===== src/design/tlpq_pkg.sv =====
package tlpq_pkg;

  // result codes of one step
  typedef enum logic [2:0] {
    ST_STORED     = 3'd0,
    ST_DROPPED    = 3'd1,
    ST_FROM_HIGH  = 3'd2,
    ST_FROM_LOW   = 3'd3,
    ST_BOTH_EMPTY = 3'd4
  } tlpq_status_e;

  typedef enum logic {
    ACT_ENQUEUE = 1'b0,
    ACT_DEQUEUE = 1'b1
  } tlpq_action_e;

  typedef enum logic {
    PRIO_HIGH = 1'b0,
    PRIO_LOW  = 1'b1
  } tlpq_prio_e;

  typedef enum logic [2:0] {
    S_IDLE = 3'b001,
    S_READ = 3'b010,
    S_RESP = 3'b100
  } tlpq_state_e;

  // controller to datapath
  typedef struct packed {
    logic take;   // input beat accepted, execute it now
    logic grab;   // load read data into the result register
  } tlpq_cmd_t;

  // datapath to controller
  typedef struct packed {
    logic pop_pending;  // current input beat pops an entry
  } tlpq_stat_t;

endpackage


===== src/design/tlpq_in_if.sv =====
interface tlpq_in_if #(
  parameter int unsigned DataWidth = 16
) ();
  logic                 valid;
  logic                 ready;
  logic                 action;
  logic                 priority_req;
  logic [DataWidth-1:0] payload;

  modport source (output valid, output action, output priority_req, output payload,
                  input ready);
  modport sink   (input valid, input action, input priority_req, input payload,
                  output ready);
endinterface


===== src/design/tlpq_out_if.sv =====
interface tlpq_out_if #(
  parameter int unsigned DataWidth  = 16,
  parameter int unsigned LevelWidth = 6
) ();
  logic                  valid;
  logic                  ready;
  logic [2:0]            status;
  logic [DataWidth-1:0]  item_out;
  logic [LevelWidth-1:0] high_level;
  logic [LevelWidth-1:0] low_level;

  modport source (output valid, output status, output item_out, output high_level,
                  output low_level, input ready);
  modport sink   (input valid, input status, input item_out, input high_level,
                  input low_level, output ready);
endinterface


===== src/design/tlpq_fifo.sv =====
module tlpq_fifo #(
  parameter int unsigned Depth     = 32,
  parameter int unsigned DataWidth = 16,
  parameter int unsigned AddrWidth = $clog2(Depth),
  parameter int unsigned CntWidth  = $clog2(Depth + 1)
) (
  input  logic                 clk_i,
  input  logic                 rst_ni,
  input  logic                 push_i,
  input  logic                 pop_i,
  input  logic [DataWidth-1:0] wdata_i,
  output logic [DataWidth-1:0] rdata_o,
  output logic [CntWidth-1:0]  fill_o,
  output logic                 full_o,
  output logic                 empty_o
);

  logic [DataWidth-1:0] mem_q [Depth];
  logic [DataWidth-1:0] rdata_q;
  logic [AddrWidth-1:0] head_q, head_d;
  logic [AddrWidth-1:0] tail_q, tail_d;
  logic [CntWidth-1:0]  fill_q, fill_d;

  assign full_o  = (fill_q == CntWidth'(Depth));
  assign empty_o = (fill_q == '0);
  assign fill_o  = fill_q;
  assign rdata_o = rdata_q;

  always_comb begin
    head_d = head_q;
    tail_d = tail_q;
    fill_d = fill_q;
    if (push_i) begin
      tail_d = (tail_q == AddrWidth'(Depth - 1)) ? '0 : tail_q + 1'b1;
      fill_d = fill_q + 1'b1;
    end else if (pop_i) begin
      head_d = (head_q == AddrWidth'(Depth - 1)) ? '0 : head_q + 1'b1;
      fill_d = fill_q - 1'b1;
    end
  end

  always_ff @(posedge clk_i or negedge rst_ni) begin
    if (!rst_ni) begin
      head_q <= '0;
      tail_q <= '0;
      fill_q <= '0;
    end else begin
      head_q <= head_d;
      tail_q <= tail_d;
      fill_q <= fill_d;
    end
  end

  always_ff @(posedge clk_i) begin
    if (push_i) begin
      mem_q[tail_q] <= wdata_i;
    end
    if (pop_i) begin
      rdata_q <= mem_q[head_q];
    end
  end

endmodule


===== src/design/tlpq_datapath.sv =====
module tlpq_datapath import tlpq_pkg::*; #(
  parameter int unsigned Depth     = 32,
  parameter int unsigned DataWidth = 16,
  parameter int unsigned CntWidth  = $clog2(Depth + 1)
) (
  input  logic                 clk_i,
  input  logic                 rst_ni,
  input  tlpq_cmd_t            cmd_i,
  output tlpq_stat_t           stat_o,
  input  logic                 action_i,
  input  logic                 priority_req_i,
  input  logic [DataWidth-1:0] payload_i,
  output logic [2:0]           status_o,
  output logic [DataWidth-1:0] item_o,
  output logic [CntWidth-1:0]  high_level_o,
  output logic [CntWidth-1:0]  low_level_o
);

  logic                 hi_push, hi_pop, hi_full, hi_empty;
  logic                 lo_push, lo_pop, lo_full, lo_empty;
  logic [DataWidth-1:0] hi_rdata, lo_rdata;
  logic                 is_deq, to_low, tgt_full;
  tlpq_status_e         status_d, status_q;
  logic                 sel_low_q;
  logic [DataWidth-1:0] item_q;

  assign is_deq   = (tlpq_action_e'(action_i) == ACT_DEQUEUE);
  assign to_low   = (tlpq_prio_e'(priority_req_i) == PRIO_LOW);
  assign tgt_full = to_low ? lo_full : hi_full;

  // strict priority: high queue drains first
  assign hi_push = cmd_i.take && !is_deq && !to_low && !hi_full;
  assign lo_push = cmd_i.take && !is_deq &&  to_low && !lo_full;
  assign hi_pop  = cmd_i.take &&  is_deq && !hi_empty;
  assign lo_pop  = cmd_i.take &&  is_deq &&  hi_empty && !lo_empty;

  assign stat_o.pop_pending = is_deq && !(hi_empty && lo_empty);

  always_comb begin
    priority if (!is_deq) begin
      status_d = tgt_full ? ST_DROPPED : ST_STORED;
    end else if (!hi_empty) begin
      status_d = ST_FROM_HIGH;
    end else if (!lo_empty) begin
      status_d = ST_FROM_LOW;
    end else begin
      status_d = ST_BOTH_EMPTY;
    end
  end

  tlpq_fifo #(
    .Depth     (Depth),
    .DataWidth (DataWidth)
  ) u_high (
    .clk_i   (clk_i),
    .rst_ni  (rst_ni),
    .push_i  (hi_push),
    .pop_i   (hi_pop),
    .wdata_i (payload_i),
    .rdata_o (hi_rdata),
    .fill_o  (high_level_o),
    .full_o  (hi_full),
    .empty_o (hi_empty)
  );

  tlpq_fifo #(
    .Depth     (Depth),
    .DataWidth (DataWidth)
  ) u_low (
    .clk_i   (clk_i),
    .rst_ni  (rst_ni),
    .push_i  (lo_push),
    .pop_i   (lo_pop),
    .wdata_i (payload_i),
    .rdata_o (lo_rdata),
    .fill_o  (low_level_o),
    .full_o  (lo_full),
    .empty_o (lo_empty)
  );

  always_ff @(posedge clk_i) begin
    if (cmd_i.take) begin
      status_q  <= status_d;
      sel_low_q <= lo_pop;
      item_q    <= '0;
    end else if (cmd_i.grab) begin
      item_q <= sel_low_q ? lo_rdata : hi_rdata;
    end
  end

  assign status_o = status_q;
  assign item_o   = item_q;

endmodule


===== src/design/tlpq_ctrl.sv =====
module tlpq_ctrl import tlpq_pkg::*; (
  input  logic       clk_i,
  input  logic       rst_ni,
  input  logic       in_valid_i,
  output logic       in_ready_o,
  output logic       out_valid_o,
  input  logic       out_ready_i,
  input  tlpq_stat_t stat_i,
  output tlpq_cmd_t  cmd_o
);

  tlpq_state_e state_q, state_d;

  assign in_ready_o  = (state_q == S_IDLE);
  assign out_valid_o = (state_q == S_RESP);
  assign cmd_o.take  = in_valid_i && (state_q == S_IDLE);
  assign cmd_o.grab  = (state_q == S_READ);

  always_comb begin
    state_d = state_q;
    unique case (state_q)
      S_IDLE: begin
        if (in_valid_i) begin
          // a pop passes through S_READ for the registered memory read
          state_d = stat_i.pop_pending ? S_READ : S_RESP;
        end
      end
      S_READ: begin
        state_d = S_RESP;
      end
      S_RESP: begin
        if (out_ready_i) begin
          state_d = S_IDLE;
        end
      end
      default: begin
        state_d = S_IDLE;
      end
    endcase
  end

  always_ff @(posedge clk_i or negedge rst_ni) begin
    if (!rst_ni) begin
      state_q <= S_IDLE;
    end else begin
      state_q <= state_d;
    end
  end

endmodule


===== src/design/two_level_priority_queue_top.sv =====
// strict priority scheduler over two circular queues (high and low)
// req_i: one beat is one command. action 0 enqueues payload into the queue
//   named by priority_req (0 high, 1 low), action 1 dequeues, high first.
// rsp_o: exactly one beat per command with status (0 stored, 1 dropped as
//   full, 2 from high, 3 from low, 4 both empty), item_out (dequeued value,
//   else zero) and both queue levels after the command.
// one command is in flight at a time; req_i.ready is high only while idle.
// after accept an enqueue or an empty dequeue goes straight to S_RESP, while a
//   dequeue that pops passes through S_READ first, set by the registered read
//   port of the queue memory.
// while the receiver stalls the response is held in its output register and
//   no new command is taken.
// reset clears the controller and the head, tail and fill counters of both
//   queues; the queue memories are not cleared and need no clearing pass.
module two_level_priority_queue_top import tlpq_pkg::*; #(
  parameter int unsigned QUEUE_DEPTH = 32,
  parameter int unsigned DATA_WIDTH  = 16
) (
  input  logic         clk_i,
  input  logic         rst_ni,
  tlpq_in_if.sink      req_i,
  tlpq_out_if.source   rsp_o
);

  localparam int unsigned LevelWidth = $clog2(QUEUE_DEPTH + 1);

  tlpq_cmd_t             cmd;
  tlpq_stat_t            stat;
  logic [LevelWidth-1:0] high_level, low_level;

  tlpq_ctrl u_ctrl (
    .clk_i       (clk_i),
    .rst_ni      (rst_ni),
    .in_valid_i  (req_i.valid),
    .in_ready_o  (req_i.ready),
    .out_valid_o (rsp_o.valid),
    .out_ready_i (rsp_o.ready),
    .stat_i      (stat),
    .cmd_o       (cmd)
  );

  tlpq_datapath #(
    .Depth     (QUEUE_DEPTH),
    .DataWidth (DATA_WIDTH)
  ) u_datapath (
    .clk_i          (clk_i),
    .rst_ni         (rst_ni),
    .cmd_i          (cmd),
    .stat_o         (stat),
    .action_i       (req_i.action),
    .priority_req_i (req_i.priority_req),
    .payload_i      (req_i.payload),
    .status_o       (rsp_o.status),
    .item_o         (rsp_o.item_out),
    .high_level_o   (high_level),
    .low_level_o    (low_level)
  );

  assign rsp_o.high_level = high_level;
  assign rsp_o.low_level  = low_level;

  // sequential block: never takes a command while a response is pending
  assert property (@(posedge clk_i) disable iff (!rst_ni)
    !(req_i.ready && rsp_o.valid))
    else $error("command accepted while response pending");

  // levels move only as a result of an accepted command
  assert property (@(posedge clk_i) disable iff (!rst_ni)
    !(req_i.valid && req_i.ready) |=> ($stable(high_level) && $stable(low_level)))
    else $error("queue level changed without a command");

  // a dequeue with entries in the high queue is served from it after S_READ
  assert property (@(posedge clk_i) disable iff (!rst_ni)
    (req_i.valid && req_i.ready && req_i.action && (high_level != '0)) |->
      ##2 (rsp_o.valid && (rsp_o.status == ST_FROM_HIGH)))
    else $error("strict priority dequeue not served from high queue");

  // levels never exceed the queue depth
  assert property (@(posedge clk_i) disable iff (!rst_ni)
    (high_level <= LevelWidth'(QUEUE_DEPTH)) && (low_level <= LevelWidth'(QUEUE_DEPTH)))
    else $error("queue level beyond depth");

endmodule

===== src/flat_wrapper.sv =====
// flat-port wrapper written by rule: the top's interface ports become plain ports
module two_level_priority_queue_top_flat import tlpq_pkg::*;
#(
  parameter int unsigned QUEUE_DEPTH = 32,
  parameter int unsigned DATA_WIDTH  = 16
)
  (clk_i, rst_ni, req_i_valid, req_i_action, req_i_priority_req, req_i_payload, req_i_ready, rsp_o_valid, rsp_o_status, rsp_o_item_out, rsp_o_high_level, rsp_o_low_level, rsp_o_ready);
  tlpq_in_if req_i_i ();
  tlpq_out_if rsp_o_i ();
  input  logic clk_i;
  input  logic rst_ni;
  input wire logic [$bits(req_i_i.valid)-1:0] req_i_valid;
  input wire logic [$bits(req_i_i.action)-1:0] req_i_action;
  input wire logic [$bits(req_i_i.priority_req)-1:0] req_i_priority_req;
  input wire logic [$bits(req_i_i.payload)-1:0] req_i_payload;
  output wire logic [$bits(req_i_i.ready)-1:0] req_i_ready;
  output wire logic [$bits(rsp_o_i.valid)-1:0] rsp_o_valid;
  output wire logic [$bits(rsp_o_i.status)-1:0] rsp_o_status;
  output wire logic [$bits(rsp_o_i.item_out)-1:0] rsp_o_item_out;
  output wire logic [$bits(rsp_o_i.high_level)-1:0] rsp_o_high_level;
  output wire logic [$bits(rsp_o_i.low_level)-1:0] rsp_o_low_level;
  input wire logic [$bits(rsp_o_i.ready)-1:0] rsp_o_ready;
  assign req_i_i.valid = req_i_valid;
  assign req_i_i.action = req_i_action;
  assign req_i_i.priority_req = req_i_priority_req;
  assign req_i_i.payload = req_i_payload;
  assign req_i_ready = req_i_i.ready;
  assign rsp_o_valid = rsp_o_i.valid;
  assign rsp_o_status = rsp_o_i.status;
  assign rsp_o_item_out = rsp_o_i.item_out;
  assign rsp_o_high_level = rsp_o_i.high_level;
  assign rsp_o_low_level = rsp_o_i.low_level;
  assign rsp_o_i.ready = rsp_o_ready;
  two_level_priority_queue_top #(.QUEUE_DEPTH(QUEUE_DEPTH), .DATA_WIDTH(DATA_WIDTH)) u_core (.clk_i(clk_i), .rst_ni(rst_ni), .req_i(req_i_i), .rsp_o(rsp_o_i));
endmodule

===== config.mk =====
export PLATFORM = sky130hd
export DESIGN_NAME = two_level_priority_queue_top_flat
export DESIGN_NICKNAME = d
export VERILOG_FILES = /design/src/design/tlpq_pkg.sv /design/src/design/tlpq_in_if.sv /design/src/design/tlpq_out_if.sv /design/src/design/tlpq_fifo.sv /design/src/design/tlpq_datapath.sv /design/src/design/tlpq_ctrl.sv /design/src/design/two_level_priority_queue_top.sv /design/src/flat_wrapper.sv
export SDC_FILE = /design/constraint.sdc
export NUM_CORES = 1
export LEC_CHECK = 0
export BUFFER_PORTS_ARGS = -buffer_cell sky130_fd_sc_hd__buf_2
export CORE_UTILIZATION = 37
export DETAILED_ROUTE_END_ITERATION = 8
export PLACE_DENSITY = 0.6
export SYNTH_ARGS = -nofsm -noshare
export SYNTH_HDL_FRONTEND = slang
export SYNTH_SLANG_ARGS = --single-unit

===== constraint.sdc =====
create_clock -name clk_i -period 4.04 [get_ports clk_i]
set_input_delay 1.01 -clock clk_i [delete_from_list [all_inputs] [get_ports clk_i]]
set_output_delay 1.01 -clock clk_i [all_outputs]
set_load 0.05 [all_outputs]

==> impl_metrics.py <==
metrics = {
    "power": {
        "leakage_nw": 15.4,
        "power.density_nw_per_um2": 608,
        "max-vdd-ir-drop_v": 0.000346,
        "power.total_w": 0.0300,
    },
    "cells_and_area": {
        "final_cell_mix": "1060 x edfxtp_1, 320 x mux4_2, 108 x buf_4",
        "drive_gt1_share_pct": 32.7,
        "area_growth_syn_to_layout_pct": 14.5,
        "fill_cells": 9673,
        "multiInputGateArea_um2": 9530,
        "seqCellArea_um2": 33000,
        "mostFrequentLayoutCell": "edfxtp_1",
        "fin_util_pct": 42.9,
        "fin_cells": 3660,
        "nNetsFinal": 2106,
    },
    "logic_synthesis": {
        "synth_compound_area_share_pct": 0.985,
        "synth-seq-cells": 1111,
        "async_flop_share_pct": 3.15,
        "ys_types": 50,
        "synth_top_area_share_pct": 73.9,
        "yosysSeqAreaShare_pct": 76.7,
        "avgSynthCellArea_um2": 23.0,
        "yosysTopAreaCell": "edfxtp_1",
        "synth-xor-area-share_pct": 0.203,
        "synth_edf_count": 1060,
        "synth-main-ff-cell": "edfxtp_1",
        "synthCells": 1871,
        "synth_area_leaders": "edfxtp_1 74%, mux4_2 17%, dfrtp_1 2.0%, mux2_2 1.0%, nor2_1 0.83%",
        "ys_warn_count": 0,
        "synth_top_family_by_area": "multiplexers",
        "synthesis.nets": 1917,
        "synth.area.mux_share_pct": 18.3,
        "syn-cell-area_um2": 43100,
        "yosys.area_share.simple_pct": 1.89,
        "synthAdderAreaFrac_pct": 0.732,
    },
    "cts": {
        "clock_latency_ps": 670,
        "cts-hold-fix-buffers": 0,
        "postCtsSetupBuffers": 0,
        "cts_root_buf": "clkbuf_16",
        "cts.clk_slew.worst_paths_ps": 60,
        "h-tree-depth": 3,
        "cts_resized": 0,
        "tritoncts": "built",
        "cts_sinks": 1111,
        "cts_buffers": 105,
        "cts_buffer_depth": 3,
    },
    "route": {
        "antenna_left": 0,
        "drt_iter0_markers": 1982,
        "routedWlPerCell_um": 25.7,
        "viasPerCell": 5.32,
        "dr.pass1.iters": 6,
        "via_count": 19500,
        "wl_mm": 94.0,
        "drc": 0,
    },
    "setup_path": {
        "path_buf_inv": 1,
        "r2r_start": "u_core.u_datapath.u_high.fill_o[0]$_DFFE_PN0P_",
        "cp_top_family": "compound AO/OA/AOI/OAI gates",
        "critPathKind": "reg -> reg",
        "reg2reg_depth": 9,
        "ff2ff_setup_slack_ps": 940,
        "worstPathCellList": "or4_1 -> o311a_1 -> inv_2 -> ha_1 -> a211oi_1 -> o21bai_1 -> a21oi_1 -> mux2i_1 -> xnor2_1",
        "endpoint_kind": "register",
        "worst_setup_path_start_kind": "register",
        "reg2reg_to": "u_core.u_datapath.u_high.fill_o[5]$_DFFE_PN0P_",
        "cp_data_arrival_time_ps": 3690,
        "cp_slowest_stage_delay_ps": 720,
        "required_ps": 4630,
        "critPathSlowestCell": "or4_1",
        "path_max_fanout": 10,
    },
    "floorplanning": {
        "pin_count": 55,
        "die_h_um": 343,
        "start_util_pct": 37.5,
        "dieWidth_um": 343,
        "row_count": 124,
        "coreArea_um2": 115000,
        "die-area_um2": 118000,
    },
    "hold_path": {
        "min_path_type": "in -> async",
    },
    "outcome": {
        "status": "completed",
    },
    "timing": {
        "slew_headroom_pct": 11.7,
        "rsz0062_at_grt": "no",
        "fin_setup_tns_ps": 0,
        "hold_viol_final": 0,
        "min_period_ps": 3100,
        "post-route-period-util_pct": 76.7,
        "drv_slew": 0,
        "tightest_slew_ps": 1320,
        "hold_slack_ps": 447,
        "setup_viol": 0,
        "finalClockSkew_ps": 24.0,
        "max_freq_ghz": 0.323,
    },
    "run": {
        "cap_violations": 0,
    },
    "placed_design": {
        "io_buffers": 54,
        "gp_congestion": 0.830,
        "dpl.cell_count": 3465,
        "hpwlAfterDp_mm": 57.6,
    },
    "global_route": {
        "globalRouteOverflowTotal": 0,
        "grt_pass1_vias": 20300,
        "grtUsageTotal_pct": 16.1,
        "grt_pass1_wl_mm": 138,
        "antenna_found_initial": 5,
        "grt_max_degree": 65,
    },
}
==> synth_stat cells (all sizes together), types with 2 or more instances <==
| cell type | instances |
|---|---|
| edfxtp | 1060 |
| mux4 | 320 |
| nor2 | 95 |
| clkbuf | 51 |
| buf | 45 |
| mux2 | 43 |
| dfrtp | 34 |
| nand2 | 29 |
| ha | 22 |
| o21ai | 19 |
| a211oi | 18 |
| mux2i | 18 |
| dfxtp | 16 |
| inv | 12 |
| a21oi | 11 |
| nand3b | 8 |
| nand3 | 7 |
| nor3 | 6 |
| xnor2 | 6 |
| a21o | 5 |
| or3 | 5 |
| and3 | 4 |
| or3b | 4 |
| xor2 | 4 |
| nand2b | 3 |
| nor2b | 3 |
| nor4 | 3 |
| o31ai | 3 |
| fa | 2 |
| o21bai | 2 |
| or4b | 2 |
==> worst max path at each step <==
stage                                                        start                                              to  depth (start not counted)
floorplan                                              req_i_valid  u_core.u_datapath.u_low.mem_q[31][0]$_DFFE_PP_                          6
CTS                 u_core.u_datapath.u_high.fill_o[0]$_DFFE_PN0P_  u_core.u_datapath.u_high.fill_o[5]$_DFFE_PN0P_                          9
finish              u_core.u_datapath.u_high.fill_o[0]$_DFFE_PN0P_  u_core.u_datapath.u_high.fill_o[5]$_DFFE_PN0P_                          9
global placement                                       req_i_valid   u_core.u_datapath.u_low.fill_o[5]$_DFFE_PN0P_                         12
global route        u_core.u_datapath.u_high.fill_o[0]$_DFFE_PN0P_  u_core.u_datapath.u_high.fill_o[5]$_DFFE_PN0P_                          9
detailed placement                                     req_i_valid   u_core.u_datapath.u_low.fill_o[5]$_DFFE_PN0P_                         12
==> routing by layer <==
metal,share of wire [%],wire (µm),up-vias,track usage [%]
met5,0.014,13,-,0
met4,2.5,2350,2,4.83
met3,7.0,6620,134,3.15
met2,47,44600,643,25.3
met1,43,40500,10400,22.8
li1,-,-,8283,-
==> where the power goes <==
part | internal, W | leakage, nW | total [W] | switching [W]
Clock | 0.00558 | 1.64 | 0.00972 | 0.00414
Combinational | 0.00322 | 3.67 | 0.00662 | 0.00340
Sequential | 0.0130 | 10.1 | 0.0137 | 0.000646
Total | 0.0218 | 15.4 | 0.0300 | 0.00818
==> sequential cells by signal (all words and copies together) (netlist names) <==
| name | flops |
|---|---|
| u_core.u_datapath.u_high.tail_q | 5 |
| u_core.u_datapath.u_low.rdata_o | 16 |
| u_core.u_datapath.u_high.head_q | 5 |
| u_core.u_datapath.u_high.rdata_o | 16 |
| u_core.u_datapath.u_low.mem_q | 512 |
| u_core.u_datapath.u_low.head_q | 5 |
| u_core.u_datapath.u_high.mem_q | 512 |
| u_core.u_ctrl.state_q | 3 |
| u_core.u_datapath.sel_low_q | 1 |
| u_core.u_datapath.u_low.tail_q | 5 |
| u_core.u_datapath.u_low.fill_o | 6 |
| u_core.u_datapath.item_o | 16 |
| u_core.u_datapath.u_high.fill_o | 6 |
| u_core.u_datapath.status_o | 3 |
==> metrics by stage <==
step	cell area, µm²	worst slack (ps)
6_report	49300	941
2_1_floorplan	43100	727
5_1_grt	49300	705
3_3_place_gp	45900	652
3_5_place_dp	45900	666
4_1_cts	49300	921
==> kinds of logic (layout without fill, tap and decap cells) <==
group                    count (synthesis)  count (layout)
AO/OA/AOI/OAI                           63              63
flip-flops                            1111            1111
AND/OR/NAND/NOR                        174             174
multiplexers                           381             381
XOR/XNOR                                10              10
buffers and inverters                  108             384
other                                    0               1
adder cells (fa/ha/maj)                 24              24
==> layout make-up <==
type	instances	area share (%)
multi-input combinational	652	19.3
sequential	1111	67.0
tap	1512	3.84
clock inverter	65	1.32
clock buffer	129	5.55
antenna	1	0.00508
inverter	12	0.0914
timing repair buffer	178	2.84
(Power assumes the default switching activity.)
